File: src/rtl/gvbm_pkg.sv
// ---------------------------------------------------------------------------
// gvbm_pkg
// shared types, fixed-point constants and series tables for the gaussian
// variate pipeline
// ---------------------------------------------------------------------------
package gvbm_pkg;

  // number formats and pipeline sizes
  localparam int LogIters    = 30;               // fraction bits of log2, one per stage
  localparam int RootW       = 27;               // radius width, Q24
  localparam int R2W         = 36;               // -2 ln u1 width, Q30
  localparam int SqShift     = 2 * RootW - R2W;  // radicand is r2 shifted up
  localparam int HornerSteps = 4;

  localparam logic [28:0] TwoLn2Q28 = 29'd372130559;
  localparam logic [31:0] TwoPiQ29  = 32'd3373259426;
  localparam logic [30:0] OneQ30    = 31'h4000_0000;

  // register indexes
  localparam logic RegMean = 1'b0;
  localparam logic RegStd  = 1'b1;

  typedef logic [31:0] side_t;

  typedef struct packed {
    logic        neg;
    logic [30:0] mag;
  } cosv_t;

  typedef struct packed {
    logic [31:0] mean;
    logic [30:0] std;
  } cfg_t;

  typedef struct packed {
    logic        clipped;
    logic [31:0] sample;
  } result_t;

  // horner divisors, step 0 innermost
  function automatic logic [6:0] horner_div(input logic [1:0] step, input logic want_sin);
    logic [6:0] d;
    case ({want_sin, step})
      3'b000:  d = 7'd56;
      3'b001:  d = 7'd30;
      3'b010:  d = 7'd12;
      3'b011:  d = 7'd2;
      3'b100:  d = 7'd72;
      3'b101:  d = 7'd42;
      3'b110:  d = 7'd20;
      default: d = 7'd6;
    endcase
    return d;
  endfunction

  // floor(2^32 / divisor), quotient estimate is low by at most one
  function automatic logic [31:0] horner_recip(input logic [1:0] step, input logic want_sin);
    logic [31:0] m;
    case ({want_sin, step})
      3'b000:  m = 32'd76695844;
      3'b001:  m = 32'd143165576;
      3'b010:  m = 32'd357913941;
      3'b011:  m = 32'd2147483648;
      3'b100:  m = 32'd59652323;
      3'b101:  m = 32'd102261126;
      3'b110:  m = 32'd214748364;
      default: m = 32'd715827882;
    endcase
    return m;
  endfunction

endpackage

File: src/rtl/gvbm_sqrt.sv
// ---------------------------------------------------------------------------
// gvbm_sqrt
// pipelined integer square root, one result bit per stage
// ---------------------------------------------------------------------------
module gvbm_sqrt (
  input  logic                      clk,
  input  logic                      rst_n,
  input  logic                      en,
  input  logic                      in_vld,
  input  logic [gvbm_pkg::R2W-1:0]  r2,
  input  gvbm_pkg::side_t           in_side,
  output logic                      out_vld,
  output logic [gvbm_pkg::RootW-1:0] root,
  output gvbm_pkg::side_t           out_side
);
  import gvbm_pkg::*;

  logic           vld0_r;
  logic [R2W-1:0] r2_0_r;
  side_t          side0_r;

  always_ff @(posedge clk) begin
    if (!rst_n) vld0_r <= 1'b0;
    else if (en) vld0_r <= in_vld;
  end

  always_ff @(posedge clk) begin
    if (en) begin
      r2_0_r  <= r2;
      side0_r <= in_side;
    end
  end

  logic [RootW-1:0] vld_s_r;
  logic [RootW+1:0] rem_s_r  [RootW];
  logic [RootW-1:0] root_s_r [RootW];
  logic [R2W-1:0]   r2_s_r   [RootW];
  side_t            side_s_r [RootW];

  for (genvar j = 0; j < RootW; j++) begin : g_bit
    localparam int P = RootW - 1 - j;  // bit pair taken down here
    logic               vld_in;
    logic [RootW+1:0]   rem_in;
    logic [RootW-1:0]   root_in;
    logic [R2W-1:0]     r2_in;
    side_t              side_in;
    logic [2*RootW-1:0] vbits;
    logic [RootW+3:0]   rr, trial, diff;
    logic               ge;

    if (j == 0) begin : g_first
      assign vld_in  = vld0_r;
      assign rem_in  = '0;
      assign root_in = '0;
      assign r2_in   = r2_0_r;
      assign side_in = side0_r;
    end else begin : g_next
      assign vld_in  = vld_s_r[j-1];
      assign rem_in  = rem_s_r[j-1];
      assign root_in = root_s_r[j-1];
      assign r2_in   = r2_s_r[j-1];
      assign side_in = side_s_r[j-1];
    end

    assign vbits = {r2_in, {SqShift{1'b0}}};
    assign rr    = {rem_in, vbits[2*P+1 -: 2]};
    assign trial = {2'b00, root_in, 2'b01};
    assign ge    = (rr >= trial);
    assign diff  = rr - trial;

    always_ff @(posedge clk) begin
      if (!rst_n) vld_s_r[j] <= 1'b0;
      else if (en) vld_s_r[j] <= vld_in;
    end

    always_ff @(posedge clk) begin
      if (en) begin
        rem_s_r[j]  <= ge ? diff[RootW+1:0] : rr[RootW+1:0];
        root_s_r[j] <= {root_in[RootW-2:0], ge};
        r2_s_r[j]   <= r2_in;
        side_s_r[j] <= side_in;
      end
    end
  end

  assign out_vld  = vld_s_r[RootW-1];
  assign root     = root_s_r[RootW-1];
  assign out_side = side_s_r[RootW-1];

endmodule

File: config.mk
export PLATFORM = sky130hd
export DESIGN_NAME = gvbm_sqrt
export DESIGN_NICKNAME = d
export VERILOG_FILES = /design/src/rtl/gvbm_pkg.sv /design/src/rtl/gvbm_sqrt.sv
export SDC_FILE = /design/constraint.sdc
export NUM_CORES = 2
export LEC_CHECK = 0
export BUFFER_PORTS_ARGS = -buffer_cell sky130_fd_sc_hd__buf_2
export CAP_MARGIN = 40
export CORE_MARGIN = 1
export CORE_UTILIZATION = 63
export DETAILED_ROUTE_END_ITERATION = 8
export GPL_ROUTABILITY_DRIVEN = 0
export PLACE_DENSITY = 0.85
export SYNTH_ARGS = -nofsm -noshare
export SYNTH_HDL_FRONTEND = slang
export SYNTH_SLANG_ARGS = --single-unit
File: constraint.sdc
create_clock -name clk -period 4.6 [get_ports clk]
set_clock_uncertainty 0.1 [all_clocks]
set_input_delay 0.69 -clock clk [delete_from_list [all_inputs] [get_ports clk]]
set_output_delay 0.69 -clock clk [all_outputs]
set_load 0.05 [all_outputs]
==> run summary <==
Placed design
• PortBufs: 131
• Final HPWL DP: 109,000 um
• post-detailed-placement cell area: 0.103 sq mm

CTS
• total clock sinks: 2,350
• clock transition at the registers of the reported paths: 0.06 ns
• maximum level of the CTS H-tree: 4
• Max clock buf depth: 3
• CTS buffer count: 223
• quantity of hold-fixing buffers added after cts: 69
• buffers inserted by post-CTS timing repair: 0
• post-CTS sizing: 0
• CTS Root Cell: clkbuf_16
• CTS tree: yes
• clock latency on the worst-skew pair: 0.85 ns

Job
• max-capacitance violation count: 0

Drt
• via-per-instance ratio: 5.85
• routed vias: 54.9k
• DR iter-0 viols: 4,489
• Initial DRT Pass Iterations: 6
• total wirelength of the detailed-routed design: 168,000 um
• DRC errors left: 0
• average wire per standard cell: 17.9 um
• DRT antenna net count: 0

STA
• max-slew violation total from the final report: 0
• period utilisation layout: 0.913
• Total Negative Setup Slacks: 0 ns
• pin slew with the least headroom to its limit: 1.07 ns
• final setup violation count: 0
• setup repair after global routing missed its margin: false
• worst max-slew margin expressed relative to the limit: 0.289
• number of endpoints with negative hold slack in the final report: 0
• Max Clock Freq: 238 MHz
• minimum period implied by the final worst setup slack: 4.20 ns

Die
• core area: 0.156 sq mm
• die extent in x: 398 um
• Die Height: 398 um
• die area: 0.159 sq mm
• initial cell density of the core: 0.634
• cell row count: 145
• I/O Pins: 132

Global routing
• total global-route track usage: 0.212
• overflow left after global routing: 0
• initial antenna violation count: 2
• maximum number of pins on one net before global-route repair: 147
• vias in the first global route: 54.6k
• wire length of the first global-routing pass: 271,000 um

Critical path
• maximum net fanout on the critical path: 37
• kind of end point of the critical path: register
• arrival time of data at the critical path endpoint: 4.69 ns
• kind of launch point of the worst setup path: register
• critical path data required time: 5.09 ns
• path type of the worst setup path: register to register

Pwr
• total power divided by cell area: 481 mW/mm^2
• leakage power total: 41.6 nW
• maximum VDD drop: 0.442 mV

Finish
• final net count: 7,611
• finished layout cell area: 0.111 sq mm
• share of layout cells above drive strength 1: 0.0928
• relative area change from synthesis to final layout: 11.9%

Logic synthesis
• Synth Flop Type: edfxtp_1
• area of the mapped netlist: 0.0990 sq mm
• synth warn: 0
• flip-flop and latch count after synthesis: 2,350
• sequential share of the synthesized area: 0.710
• cell count after synthesis: 6,741
• share of flip-flops with an asynchronous set or reset after synthesis: 0
• unique cell type count in the Yosys netlist: 95
• number of flops mapped to enable cells by yosys: 2,322
• post-synth net total: 7,211
• synthesized area per cell: 14.7 sq um

Min path
• min-delay worst type: input port to register

Run status
• status: completed

final cells by class:
class,instances,area [sq um]
antenna,1,2.50
clock buffer,260,5780
clock inverter,154,1490
fill,9518,45300
inverter,480,1800
multi-input combinational,3805,26500
sequential,2350,70300
tap,2058,2570
timing repair buffer,281,2290
stage by stage:
step	util	hold slack [ns]	std cells	total power, mW	setup WS, ns
global placement	0.659	0.300	8904	34.9	0.544
finish	0.710	0.129	9389	53.3	0.401
floorplan	-	0.300	6741	33.0	1.05
CTS	0.710	0.107	9387	53.6	0.409
global route	0.710	0.135	9389	55.4	0.162
detailed placement	0.659	0.305	8904	35.4	0.457
routing by layer:
layer	vias to the layer above	track usage	share of wire
li1	26100	-	-
met1	26600	0.275	0.41
met2	1844	0.359	0.49
met3	437	0.0353	0.059
met4	2	0.0802	0.032
met5	-	0	0.000065
cell usage after synthesis, drive strengths merged, types with 50 or more instances:
master | instances | area, sq um
a21o | 150 | 1130
a21oi | 379 | 1900
clkbuf | 84 | 315
edfxtp | 2322 | 69700
ha | 390 | 4880
inv | 480 | 1800
mux2 | 80 | 901
nand2 | 363 | 1360
nand2b | 81 | 507
nand3 | 92 | 465
nand4 | 58 | 363
nor2 | 375 | 1410
nor2b | 76 | 475
nor3 | 137 | 691
nor4 | 101 | 659
o21a | 82 | 616
o21ai | 281 | 1410
or3 | 53 | 337
or4 | 50 | 383
xnor2 | 298 | 2610
xor2 | 273 | 2390
sequential cells by signal (all words and copies together), names as in the netlist:
register,flops
g_bit.side_in,32
r2_s_r,306
g_bit.vld_in,27
rem_s_r,715
g_bit.r2_in,36
root_s_r,369
out_vld,1
side_s_r,864
report_power, final:
| group | internal [mW] | switching [mW] |
|---|---|---|
| clock network | 10.4 | 7.63 |
| logic | 3.31 | 4.40 |
| registers | 26.2 | 1.28 |
| total | 39.9 | 13.3 |
worst paths after layout:
kind | startpoint | cells after the start | to | slack, ns
max | rem_s_r[1][88] | 11 | rem_s_r[1][118] | 0.40
min | en | 1 | g_bit[0].side_in[14] | 0.13
max reg2reg | rem_s_r[1][88] | 11 | rem_s_r[1][118] | 0.40
min reg2reg | side_s_r[15][3] | 0 | side_s_r[16][3] | 0.29
critical path: stages, from the launching register on:
cell      delay (ns)
edfxtp_1        0.47
ha_1            0.34
a21o_1          0.18
a21oi_1         0.25
o21ai_0         0.14
a221oi_1        0.70
a221oi_1        0.26
a221oi_1        0.34
buf_4           0.20
o31a_1          0.35
buf_12          0.24
mux2_2          0.35
cell families (layout without fill, tap and decap cells):
group,Yosys count,after routing,synth area share
AO/OA/AOI/OAI,1167,1167,0.0736
buffers and inverters,586,1175,0.0225
AND/OR/NAND/NOR,1552,1552,0.0796
multiplexers,116,116,0.0127
other,1,2,0.0000379
adder cells (fa/ha/maj),398,398,0.0509
XOR/XNOR,571,571,0.0505
flip-flops,2350,2350,0.710
cells in the final DEF (no fill, tap or decap), types with 226 or more instances in the layout:
master     Yosys  final
xnor2_1      298    298
clkbuf_16      0    226
a21oi_1      379    379
xor2_1       273    273
o21ai_0      258    258
nor2_1       375    375
nand2_1      363    363
ha_1         390    390
inv_1        477    477
edfxtp_1    2322   2322
(Power assumes the default switching activity.)
