`src/rtl/gvbm_pkg.sv`:
```
// ---------------------------------------------------------------------------
// gvbm_pkg
// shared types, fixed-point constants and series tables for the gaussian
// variate pipeline
// ---------------------------------------------------------------------------
package gvbm_pkg;

  // number formats and pipeline sizes
  localparam int LogIters    = 30;               // fraction bits of log2, one per stage
  localparam int RootW       = 27;               // radius width, Q24
  localparam int R2W         = 36;               // -2 ln u1 width, Q30
  localparam int SqShift     = 2 * RootW - R2W;  // radicand is r2 shifted up
  localparam int HornerSteps = 4;

  localparam logic [28:0] TwoLn2Q28 = 29'd372130559;
  localparam logic [31:0] TwoPiQ29  = 32'd3373259426;
  localparam logic [30:0] OneQ30    = 31'h4000_0000;

  // register indexes
  localparam logic RegMean = 1'b0;
  localparam logic RegStd  = 1'b1;

  typedef logic [31:0] side_t;

  typedef struct packed {
    logic        neg;
    logic [30:0] mag;
  } cosv_t;

  typedef struct packed {
    logic [31:0] mean;
    logic [30:0] std;
  } cfg_t;

  typedef struct packed {
    logic        clipped;
    logic [31:0] sample;
  } result_t;

  // horner divisors, step 0 innermost
  function automatic logic [6:0] horner_div(input logic [1:0] step, input logic want_sin);
    logic [6:0] d;
    case ({want_sin, step})
      3'b000:  d = 7'd56;
      3'b001:  d = 7'd30;
      3'b010:  d = 7'd12;
      3'b011:  d = 7'd2;
      3'b100:  d = 7'd72;
      3'b101:  d = 7'd42;
      3'b110:  d = 7'd20;
      default: d = 7'd6;
    endcase
    return d;
  endfunction

  // floor(2^32 / divisor), quotient estimate is low by at most one
  function automatic logic [31:0] horner_recip(input logic [1:0] step, input logic want_sin);
    logic [31:0] m;
    case ({want_sin, step})
      3'b000:  m = 32'd76695844;
      3'b001:  m = 32'd143165576;
      3'b010:  m = 32'd357913941;
      3'b011:  m = 32'd2147483648;
      3'b100:  m = 32'd59652323;
      3'b101:  m = 32'd102261126;
      3'b110:  m = 32'd214748364;
      default: m = 32'd715827882;
    endcase
    return m;
  endfunction

endpackage

```
`src/rtl/gvbm_scale.sv`:
```
// ---------------------------------------------------------------------------
// gvbm_scale
// radius times cosine, deviation scaling with rounding, mean offset and
// saturation
// ---------------------------------------------------------------------------
module gvbm_scale (
  input  logic                      clk,
  input  logic                      rst_n,
  input  logic                      en,
  input  logic                      in_vld,
  input  logic [gvbm_pkg::RootW-1:0] root,
  input  gvbm_pkg::cosv_t           cosv,
  input  gvbm_pkg::cfg_t            cfg,
  output logic                      out_vld,
  output gvbm_pkg::result_t         res
);
  import gvbm_pkg::*;

  logic             vld0_r, vld1_r, vld2_r;
  logic [RootW-1:0] z_r;
  logic             neg0_r, neg1_r;
  logic [57:0]      p_r;
  result_t          res_r;
  logic [57:0]      zp, sp;
  logic [58:0]      rnd;
  logic [34:0]      mag;
  logic signed [36:0] mean_x, mag_x, sum;
  logic             hi, lo;

  assign zp     = {31'd0, root} * {27'd0, cosv.mag};
  assign sp     = {31'd0, z_r} * {27'd0, cfg.std};
  assign rnd    = {1'b0, p_r} + 59'h80_0000;
  assign mag    = rnd[58:24];
  assign mean_x = {{5{cfg.mean[31]}}, cfg.mean};
  assign mag_x  = {2'b00, mag};
  assign sum    = neg1_r ? (mean_x - mag_x) : (mean_x + mag_x);
  assign hi     = (sum > 37'sh0_7FFF_FFFF);
  assign lo     = (sum < -37'sh0_8000_0000);

  always_ff @(posedge clk) begin
    if (!rst_n) begin
      vld0_r <= 1'b0;
      vld1_r <= 1'b0;
      vld2_r <= 1'b0;
    end else if (en) begin
      vld0_r <= in_vld;
      vld1_r <= vld0_r;
      vld2_r <= vld1_r;
    end
  end

  always_ff @(posedge clk) begin
    if (en) begin
      z_r    <= zp[56:30];
      neg0_r <= cosv.neg;
      p_r    <= sp;
      neg1_r <= neg0_r;
      res_r.clipped <= hi || lo;
      if (hi) res_r.sample <= 32'h7FFF_FFFF;
      else if (lo) res_r.sample <= 32'h8000_0000;
      else res_r.sample <= sum[31:0];
    end
  end

  assign out_vld = vld2_r;
  assign res     = res_r;

endmodule

```
`config.mk`:
```
export PLATFORM = sky130hd
export DESIGN_NAME = gvbm_scale
export DESIGN_NICKNAME = d
export VERILOG_FILES = /design/src/rtl/gvbm_pkg.sv /design/src/rtl/gvbm_scale.sv
export SDC_FILE = /design/constraint.sdc
export NUM_CORES = 2
export LEC_CHECK = 0
export BUFFER_PORTS_ARGS = -buffer_cell sky130_fd_sc_hd__buf_2
export CAP_MARGIN = 0
export CORE_ASPECT_RATIO = 1.2
export CORE_MARGIN = 2
export CORE_UTILIZATION = 50
export DETAILED_ROUTE_END_ITERATION = 7
export GPL_ROUTABILITY_DRIVEN = 0
export MAX_ROUTING_LAYER = met4
export PLACE_DENSITY = 0.72
export SLEW_MARGIN = 20
export SYNTH_ARGS = -nofsm -noshare
export SYNTH_HDL_FRONTEND = slang
export SYNTH_SLANG_ARGS = --single-unit
export TNS_END_PERCENT = 10
```
`constraint.sdc`:
```
create_clock -name clk -period 17.1 [get_ports clk]
set_input_delay 1.71 -clock clk [delete_from_list [all_inputs] [get_ports clk]]
set_output_delay 1.71 -clock clk [all_outputs]
set_load 0.02 [all_outputs]
```
==> reports/qor.csv <==
stage;metric;value;unit
outcome;status;finished clean;
sta;worst relative slew slack;20.0;%
synth;Primary FF master, synth;edfxtp_1;
worst_setup_path;type of the worst setup path;in -> reg;
sta;clk_skew;16.3;ps
die;Die X-Extent;317;µm
placed_design;Placed Instances;7989;
die;die area;120000;µm²
grt;first-pass GRT wire length;251000;µm
detailed_routing;metal2 WL;78100;µm
worst_setup_path;Worst setup endpoint;p_r[48];
worst_setup_path;crit path DAT;9680;ps
sta;worst slew pin tran;1170;ps
synth;post-synth top area cell;fa_1;
placed_design;Placement Cell Area;60200;µm²
detailed_routing;DRT antenna net count;0;
worst_setup_path;most used cell, CP;fa_1;
final_layout;Layout area overhead;3.19;%
clock_network;CTS HTree Levels;3;
worst_setup_path;Crit. Startpoint;cfg[20];
sta;final hold violations;0;
run;max_cap viols;0;
clock_network;Post-CTS Setup Bufs;0;
worst_setup_path;cells along the critical path;buf_2 -> nand2_1 -> fa_1 -> inv_1 -> fa_1 -> fa_1 -> inv_1 -> fa_1 -> inv_1 -> fa_1 -> inv_1 -> fa_1 -> fa_1 -> inv_1 -> ha_1 -> and3_1 -> and4_1 -> nor3b_1 -> o21ai_1 -> and2_1 -> o41ai_1 -> a21boi_1 -> o21ai_1 -> xor2_1;
final_layout;final instance area;60500;µm²
die;initial core utilization;50.4;%
final_layout;fillers;10622;
synth;number of synthesized flops with an enable pin;97;
clock_network;TritonCTS clock tree;built;
clock_network;Sink Count;100;
sta;setup tns final;0;ps
detailed_routing;vias after detailed routing;43730;
worst_setup_path;Slowest-stage cell, CP;o41ai_1;
synth;Syn Nets;8622;
grt;GRT Total Usage;27.4;%
synth;post-synthesis cell count;6633;
synth;FFs w/ async S/R, synth;0;%
synth;ranking of synthesized cells by area;fa_1 49%, inv_1 10%, ha_1 8.9%, nand2_1 8.5%, edfxtp_1 5.0%;
detailed_routing;routed wl met3;11800;µm
clock_network;clock slew at the register clock pins of the worst setup and hold paths;90;ps
detailed_routing;Total Wirelength;154000;µm
detailed_routing;DR top layer;met4;
clock_network;# resized after CTS;0;
sta;Period minus WS final;9520;ps
final_layout;most frequent cells in the layout;1631 x inv_1, 1446 x fa_1, 1330 x nand2_1, 431 x and2_1, 417 x ha_1;
die;Core Area;116000;µm²
final_layout;layout net count;8461;
worst_setup_path;worst reg-to-reg path cell count;24;
clock_network;Max clock buf depth;2;
worst_setup_path;worst r2r src;z_r[3];
die;Std-Cell Rows;137;
grt;pin count of the biggest net entering global routing;70;
placed_design;PortBufs;159;
clock_network;clk_lat worst skew;400;ps
die;I/O pins;160;
sta;RSZ-0062 raised after global routing;false;
grt;gr ovfl total;0;
final_layout;share of cells above drive strength 1;3.72;%
sta;maximum clock rate;105;MHz
die;Die Y-Extent;379;µm
synth;Seq/Total Area, Yosys;5.07;%
worst_setup_path;Critical Path RT;17260;ps
min_path;Hold Crit Class;reg -> reg;
final_layout;commonest non-fill, non-tap cell in the layout;inv_1;
synth;Post-Syn Area;58600;µm²
worst_setup_path;slowest stage delay, CP;770;ps
placed_design;hpwl dp;117000;µm
worst_setup_path;r2r setup slk;8710;ps
clock_network;clock root cell;clkbuf_16;
worst_setup_path;reg2reg end;p_r[48];
detailed_routing;WL/cell;19.2;µm
synth;share of Yosys cell area claimed by the top area cell type;49.4;%
clock_network;hold-fix buffers at CTS;0;
sta;# setup viols final;0;
clock_network;TritonCTS buffer count;9;
detailed_routing;Iter 0 DRT Violations;2889;
detailed_routing;WL met1;56300;µm
detailed_routing;Via density;5.46;
worst_setup_path;Max FO, Critical Path;27;
sta;fin crit share;55.7;%
grt;antenna violations before repair;4;
synth;Yosys cell types;86;
sta;Slew Limit Fails;0;
final_layout;final std cells w/o fill;8008;
synth;Post-Syn Area per Cell;8.84;µm²
detailed_routing;DR pass1 iterations;6;
grt;number of global-route vias before repair;48075;
worst_setup_path;startpoint types;primary input;
worst_setup_path;kind of end point of the critical path;register;
synth;flops & latches, synth;100;
detailed_routing;DR DRC count;0;
synth;yosys warns;0;
==> how the worst min path moves through the flow <==
stage,from,endpoint,slack (ps),cells past startpoint
6_report,neg0_r,neg1_r,420,0
2_1_floorplan,neg0_r,neg1_r,400,0
3_3_place_gp,neg0_r,neg1_r,410,0
5_1_grt,neg0_r,neg1_r,440,0
4_1_cts,neg0_r,neg1_r,430,0
3_5_place_dp,neg0_r,neg1_r,410,0
==> worst max-delay path: cells and delay by family <==
kind / cells / cell delay, ps
buf+inv: 6 / 870
xor+xnor: 1 / 80
fa+ha+maj: 8 / 3980
compound gates: 4 / 1570
simple gates: 5 / 1430
==> routing by layer <==
| layer | vias to the layer above | GRT usage [%] |
|---|---|---|
| met3 | 432 | 3.51 |
| met5 | - | - |
| li1 | 19031 | - |
| met1 | 22347 | 32.2 |
| met4 | 0 | 11.4 |
| met2 | 1920 | 47.5 |
==> per-stage QoR <==
stage / hold slack [ps] / setup slack (ps) / utilization, %
2_1_floorplan: 400 / 8520 / -
3_3_place_gp: 409 / 7450 / 51.8
3_5_place_dp: 411 / 7310 / 51.8
4_1_cts: 428 / 7740 / 52.0
5_1_grt: 444 / 7340 / 52.0
6_report: 422 / 7580 / 52.0
==> cell families after synthesis <==
logic type,share of synthesized area [%]
fa+ha+maj,58.3
compound gates,5.04
xor+xnor,2.42
flops,5.07
buf+inv,12.9
mux,0.173
simple gates,16.1
==> Yosys cell counts (5+ instances only) <==
library cell / instances
o21ai_0: 66
a21oi_1: 118
o21bai_1: 16
or4_1: 9
o31a_1: 5
o21ai_1: 7
a221oi_1: 7
clkbuf_1: 351
nand2b_1: 10
nand3_1: 38
xnor2_1: 99
buf_6: 6
ha_1: 417
fa_1: 1446
and3_1: 23
o31ai_1: 7
mux2i_1: 9
or3_1: 7
o21a_1: 47
and2_1: 431
o211a_1: 5
inv_1: 1631
nor4_1: 9
o2111ai_1: 5
o211ai_1: 11
xor2_1: 58
and4_1: 14
a21o_1: 69
nor2b_1: 14
buf_2: 7
a31oi_1: 17
a221o_1: 5
nor3_1: 36
nand4_1: 25
edfxtp_1: 97
nand2_1: 1330
a211oi_1: 15
nor2_1: 86
==> flip-flops by register name, indices dropped and copies added, names as in the netlist <==
name	count
p_r	35
vld1_r	1
res	33
neg1_r	1
neg0_r	1
z_r	27
vld0_r	1
out_vld	1
==> area by class of cell <==
type / instances / area, µm² / area share (%)
Tap cell: 1529 / 1910 / 3.16
Clock inverter: 7 / 91.3 / 0.151
Antenna cell: 2 / 5.00 / 0.00827
Timing Repair Buffer: 196 / 1080 / 1.79
Inverter: 1632 / 6130 / 10.1
Sequential cell: 100 / 2970 / 4.91
Multi-Input combinational cell: 4533 / 48100 / 79.5
Clock buffer: 9 / 225 / 0.372
Power is left out: the tool's default activity adds up to more than one toggle a clock period on the data nets, which glitch-free logic cannot reach.
